File: src/hdl/usct_pkg.sv
`timescale 1ns / 1ps

package usct_pkg;

  localparam int unsigned MAX_STACKS = 64;
  localparam int unsigned MAX_POINTS = 256;
  localparam int unsigned MIN_STACKS = 2;
  localparam int unsigned MIN_POINTS = 3;

  localparam int unsigned STACK_W = 7;
  localparam int unsigned POINT_W = 9;
  localparam int unsigned RPT_W   = 8;
  localparam int unsigned IDX_W   = 15;

  localparam int unsigned CFG_IDX_W  = 3;
  localparam int unsigned CFG_DATA_W = 64;

  localparam logic [CFG_IDX_W-1:0] CFG_STACK_COUNT   = 3'd0;
  localparam logic [CFG_IDX_W-1:0] CFG_POINT_COUNT   = 3'd1;
  localparam logic [CFG_IDX_W-1:0] CFG_SPHERE_RADIUS = 3'd2;
  localparam logic [CFG_IDX_W-1:0] CFG_CENTER_X      = 3'd3;
  localparam logic [CFG_IDX_W-1:0] CFG_CENTER_Y      = 3'd4;
  localparam logic [CFG_IDX_W-1:0] CFG_CENTER_Z      = 3'd5;
  localparam logic [CFG_IDX_W-1:0] CFG_BASE_COLOUR   = 3'd6;

  // Pipelined divider: dividend, divisor, quotient bits per stage
  localparam int unsigned DIV_NW     = 42;
  localparam int unsigned DIV_DW     = 9;
  localparam int unsigned DIV_BITS   = 7;
  localparam int unsigned DIV_STAGES = DIV_NW / DIV_BITS;

  // Pipelined square root: input width, root width, remainder width
  localparam int unsigned SQ_IW     = 64;
  localparam int unsigned SQ_RW     = 32;
  localparam int unsigned SQ_REM_W  = 34;
  localparam int unsigned SQ_STEPS  = 2;
  localparam int unsigned SQ_STAGES = SQ_RW / SQ_STEPS;

  localparam logic [31:0] PI_Q30  = 32'd3373259426;
  localparam logic [31:0] Q30_ONE = 32'h4000_0000;

  // Reciprocals ceil(2^(30+l)/d) with 2^l >= d: exact floor division of 30-bit values
  localparam logic [63:0] SIN_M0 = ((64'd1 << 33) + 64'd5) / 64'd6;
  localparam logic [63:0] SIN_M1 = ((64'd1 << 35) + 64'd19) / 64'd20;
  localparam logic [63:0] SIN_M2 = ((64'd1 << 36) + 64'd41) / 64'd42;
  localparam logic [63:0] SIN_M3 = ((64'd1 << 37) + 64'd71) / 64'd72;
  localparam logic [63:0] COS_M0 = ((64'd1 << 34) + 64'd11) / 64'd12;
  localparam logic [63:0] COS_M1 = ((64'd1 << 35) + 64'd29) / 64'd30;
  localparam logic [63:0] COS_M2 = ((64'd1 << 36) + 64'd55) / 64'd56;
  localparam logic [63:0] COS_M3 = ((64'd1 << 37) + 64'd89) / 64'd90;

  localparam logic [30:0] SIN_RECIP [4] = '{SIN_M0[30:0], SIN_M1[30:0],
                                             SIN_M2[30:0], SIN_M3[30:0]};
  localparam logic [30:0] COS_RECIP [4] = '{COS_M0[30:0], COS_M1[30:0],
                                             COS_M2[30:0], COS_M3[30:0]};
  localparam int unsigned SIN_SHIFT [4] = '{33, 35, 36, 37};
  localparam int unsigned COS_SHIFT [4] = '{34, 35, 36, 37};

  localparam logic [1:0] QUAD_0 = 2'd0;
  localparam logic [1:0] QUAD_1 = 2'd1;
  localparam logic [1:0] QUAD_2 = 2'd2;

  typedef struct packed {
    logic [STACK_W-1:0] ring_index;
    logic [RPT_W-1:0]   ring_point;
  } cell_t;

  typedef struct packed {
    logic signed [31:0] vertex_x;
    logic signed [31:0] vertex_y;
    logic signed [31:0] vertex_z;
    logic [63:0]        vertex_colour;
    logic [2:0]         index_count;
    logic [IDX_W-1:0]   tri_index_a;
    logic [IDX_W-1:0]   tri_index_b;
    logic [IDX_W-1:0]   tri_index_c;
    logic [IDX_W-1:0]   tri_index_d;
    logic [IDX_W-1:0]   tri_index_e;
    logic [IDX_W-1:0]   tri_index_f;
  } result_t;

endpackage

File: src/hdl/usct_div.sv
`timescale 1ns / 1ps

module usct_div (
  input  logic                         clk_i,
  input  logic [usct_pkg::DIV_NW-1:0]  dividend_i,
  input  logic [usct_pkg::DIV_DW-1:0]  divisor_i,
  output logic [usct_pkg::DIV_NW-1:0]  quotient_o
);
  import usct_pkg::*;

  logic [DIV_DW-1:0] rem_q [DIV_STAGES];
  logic [DIV_DW-1:0] den_q [DIV_STAGES];
  logic [DIV_NW-1:0] num_q [DIV_STAGES];
  logic [DIV_NW-1:0] quo_q [DIV_STAGES];

  for (genvar s = 0; s < DIV_STAGES; s++) begin : g_stage
    logic [DIV_DW-1:0] rem_in, rem_d, den_in;
    logic [DIV_NW-1:0] num_in, quo_in, quo_d;

    if (s == 0) begin : g_first
      assign rem_in = '0;
      assign den_in = divisor_i;
      assign num_in = dividend_i;
      assign quo_in = '0;
    end else begin : g_next
      assign rem_in = rem_q[s-1];
      assign den_in = den_q[s-1];
      assign num_in = num_q[s-1];
      assign quo_in = quo_q[s-1];
    end

    // restoring division, one quotient bit per step
    always_comb begin
      logic [DIV_DW:0] trial;
      rem_d = rem_in;
      quo_d = quo_in;
      for (int j = 0; j < DIV_BITS; j++) begin
        trial = {rem_d, num_in[DIV_NW-1-s*DIV_BITS-j]};
        if (trial >= {1'b0, den_in}) begin
          trial = trial - {1'b0, den_in};
          quo_d[DIV_NW-1-s*DIV_BITS-j] = 1'b1;
        end
        rem_d = trial[DIV_DW-1:0];
      end
    end

    always_ff @(posedge clk_i) begin
      rem_q[s] <= rem_d;
      den_q[s] <= den_in;
      num_q[s] <= num_in;
      quo_q[s] <= quo_d;
    end
  end

  assign quotient_o = quo_q[DIV_STAGES-1];

endmodule

File: config.mk
export PLATFORM = sky130hd
export DESIGN_NAME = usct_div
export DESIGN_NICKNAME = d
export VERILOG_FILES = /design/src/hdl/usct_pkg.sv /design/src/hdl/usct_div.sv
export SDC_FILE = /design/constraint.sdc
export NUM_CORES = 1
export LEC_CHECK = 0
export ABC_AREA = 0
export BUFFER_PORTS_ARGS = -buffer_cell sky130_fd_sc_hd__buf_2
export CAP_MARGIN = 40
export CORE_MARGIN = 1
export CORE_UTILIZATION = 55
export CTS_CLUSTER_DIAMETER = 50
export CTS_CLUSTER_SIZE = 14
export DETAILED_ROUTE_END_ITERATION = 10
export PLACE_DENSITY = 0.72
export SYNTH_ARGS = -nofsm -noshare
export SYNTH_HDL_FRONTEND = slang
export SYNTH_SLANG_ARGS = --single-unit
File: constraint.sdc
create_clock -name clk_i -period 24.2 [get_ports clk_i]
set_clock_uncertainty 0.15 [all_clocks]
set_input_delay 0 -clock clk_i [delete_from_list [all_inputs] [get_ports clk_i]]
set_output_delay 0 -clock clk_i [all_outputs]
set_load 0.02 [all_outputs]
==> flow_summary.toml <==
[worst_setup_path]
critPathSlowestCell = "mux2i_1"
cp-start-kind = "flop"
arrival_ns = 18.94
r2r-start = "den_q[3][1]$_DFF_P_"
startpoint = "den_q[3][1]$_DFF_P_"
crit_top_cell = "o21ai_0"
cp_max_fo = 19
cp.required_ns = 24.50
cpPeakStageDelay_ns = 0.71
crit_path_end_kind = "flop"
critical_path_class = "reg2reg"

[route]
drt_iter0_drc = 1484
detail_route.wirelength_microns = 70600
postRouteAntennaNets = 0
viasPerCell = 5.92
wire_per_inst_microns = 17.8
dr.pass1.iters = 6
drc = 0
vias = 23500

[clock_network]
cts_tree = "built"
postCtsSetupRepairBufs = 0
cts_sinks = 342
htreeDepth = 2
clk-insertion-delay-late_ns = 0.60
cts_resized = 0
cts-root-buf = "clkbuf_16"
clk_pin_slew_worst_paths_ns = 0.06
ctsHoldBuffers = 91
numCtsBuffers = 44
cts_buffer_depth = 3

[sta]
hold_viol_final = 0
final_max_slew_viol_count = 0
maxSlewHeadroom = 0.408
min_period_ns = 18.64
fin_crit_sh = 0.770
fmax_ghz = 0.0537
fin_setup_tns_ns = 0
rsz0062_at_grt = "false"
setup_viol = 0
worst_slew_pin_slew_ns = 0.870
whs_ns = 0.0467

[cells_and_area]
antenna_cells = 0
seq_area_sq_um = 6850
syn_to_final_growth_pct = 13.3
drive_above_1_share = 0.104
fin_nets = 3747
stdcell_count = 3971
multi_input_area_sq_um = 19100
num-fill-cells = 4057

[logic_synthesis]
synth_async_sr_flop_share = 0
yosysWarnings = 0
syn_inst = 3082
synth_edf_count = 0
synth_cell_types = 90
synth_fp_nets = 3545
synthesis.area_sq_um = 27100
yosysSeqAreaShare = 0.253
synthFlopType = "dfxtp_1"
syn_avg_cell_area_sq_um = 8.78
ys_seq_elements = 342

[global_route]
antenna_found_initial = 0
grt_start_max_net_pins = 23
grt_pass1_wl_microns = 116000
grt_use_total = 0.281
grt_pass1_vias = 23900
grt-ovfl-total = 0

[job]
maxCapViolCount = 0

[floorplan]
rows = 80
die_h_microns = 224
die_area_sq_um = 50100
pin_count = 94
initial_core_util = 0.562
core_area_sq_um = 48100
fp.dieW_microns = 224

[placement]
portBuffers = 93
dp.cells = 3802
place_congestion = 0.992
dp_hpwl_microns = 53900

[run_status]
status = "finished clean"

[worst_hold_path]
min_from = "dividend_i[38]"
hold_path.class = "in2reg"
==> flip-flops by register name, summed over array words and instances (netlist names) <==
name   cells
quo_q    147
rem_q     45
num_q    105
den_q     45
==> cells by family (layout without fill, tap and decap cells) <==
family / count (synthesis) / count (layout) / synth area share
AOI/OAI and AO/OA: 841 / 841 / 0.211
and+or+nand+nor: 790 / 790 / 0.147
adders and majority gates: 411 / 411 / 0.201
DFF: 342 / 342 / 0.253
buffers and inverters: 288 / 521 / 0.0408
xor gates and xnor gates: 230 / 230 / 0.0745
muxes: 180 / 180 / 0.0725
==> critical path, delay by kind of cell (launching register included) <==
kind                     cells  cell delay [ns]
AND/OR/NAND/NOR             12             1.47
multiplexers                 5             1.95
buffers and inverters        8             1.96
flip-flops                   1             0.70
AO/OA/AOI/OAI               32             9.67
adder cells (fa/ha/maj)      7             2.58
==> worst paths after layout <==
check,slack (ns),endpoint,cells after the start
max,5.56,rem_q[4][6]$_DFF_P_,64
min,0.05,rem_q[0][3]$_DFF_P_,5
max reg2reg,5.56,rem_q[4][6]$_DFF_P_,64
min reg2reg,0.16,quo_q[2][35]$_DFF_P_,0
==> per-layer routing <==
metal | vias up | global-route usage | part of all wire
met5 | - | 0 | 0
met4 | 0 | 0.109 | 0.032
met3 | 161 | 0.0386 | 0.052
met2 | 680 | 0.492 | 0.48
met1 | 11100 | 0.347 | 0.44
li1 | 11600 | - | -
==> synth_stat cells, types with 10 or more instances <==
library cell    n  area [sq um]
nor4_1         10          62.6
nor2_1        191           717
mux2i_1        61           611
and2_1         23           144
a221oi_1       10          87.6
mux2_2        115          1290
or2_2          17           106
nand4_1        65           407
or3_1          16           100
o21ai_0       180           901
nor2b_1        85           532
nor3_1         59           295
a21oi_1       195           976
and3_1         10          62.6
inv_1         238           893
xnor2_1       146          1280
nand2b_1       48           300
a21o_1        124           931
o31a_1         14           123
a221o_1        28           280
clkbuf_1       26          97.6
fa_1           40           801
ha_1          371          4640
nand2_1       187           702
xor2_1         84           736
a211oi_1       30           225
o21bai_1       24           180
a21boi_0       22           165
o21a_1         45           338
dfxtp_1       342          6850
o31ai_1        19           143
nand3_1        31           155
nand3b_1       14           105
o221ai_1       14           123
o211ai_1       24           180
nor3b_1        11          82.6
a31oi_1        20           125
==> stage by stage <==
stage / instance area, sq um / setup WS (ns) / util
2_1_floorplan: 27100 / 8.69 / -
3_3_place_gp: 28200 / 6.10 / 0.586
3_5_place_dp: 28200 / 5.82 / 0.587
4_1_cts: 30600 / 5.73 / 0.636
5_1_grt: 30600 / 4.32 / 0.637
6_report: 30600 / 5.56 / 0.637
==> layout make-up <==
class,instances,share of cell area
inverter,250,0.0306
timing repair buffer,194,0.0474
clock buffer,51,0.0378
multi-input combinational,2452,0.623
tap,656,0.0268
sequential,342,0.223
clock inverter,26,0.0106
==> placed cells by master (no fill, tap or decap), drive strengths merged, types with 91 or more instances in the layout <==
cell	Yosys	routed
o21ai	182	182
buf	12	102
xnor2	146	146
a21o	124	124
mux2	116	116
inv	244	255
dlygate4sd3	0	91
a21oi	196	196
nor2	192	192
dfxtp	342	342
ha	371	371
nand2	187	187
Power is left out: the tool's default activity adds up to more than one toggle a clock period on the data nets, which glitch-free logic cannot reach.
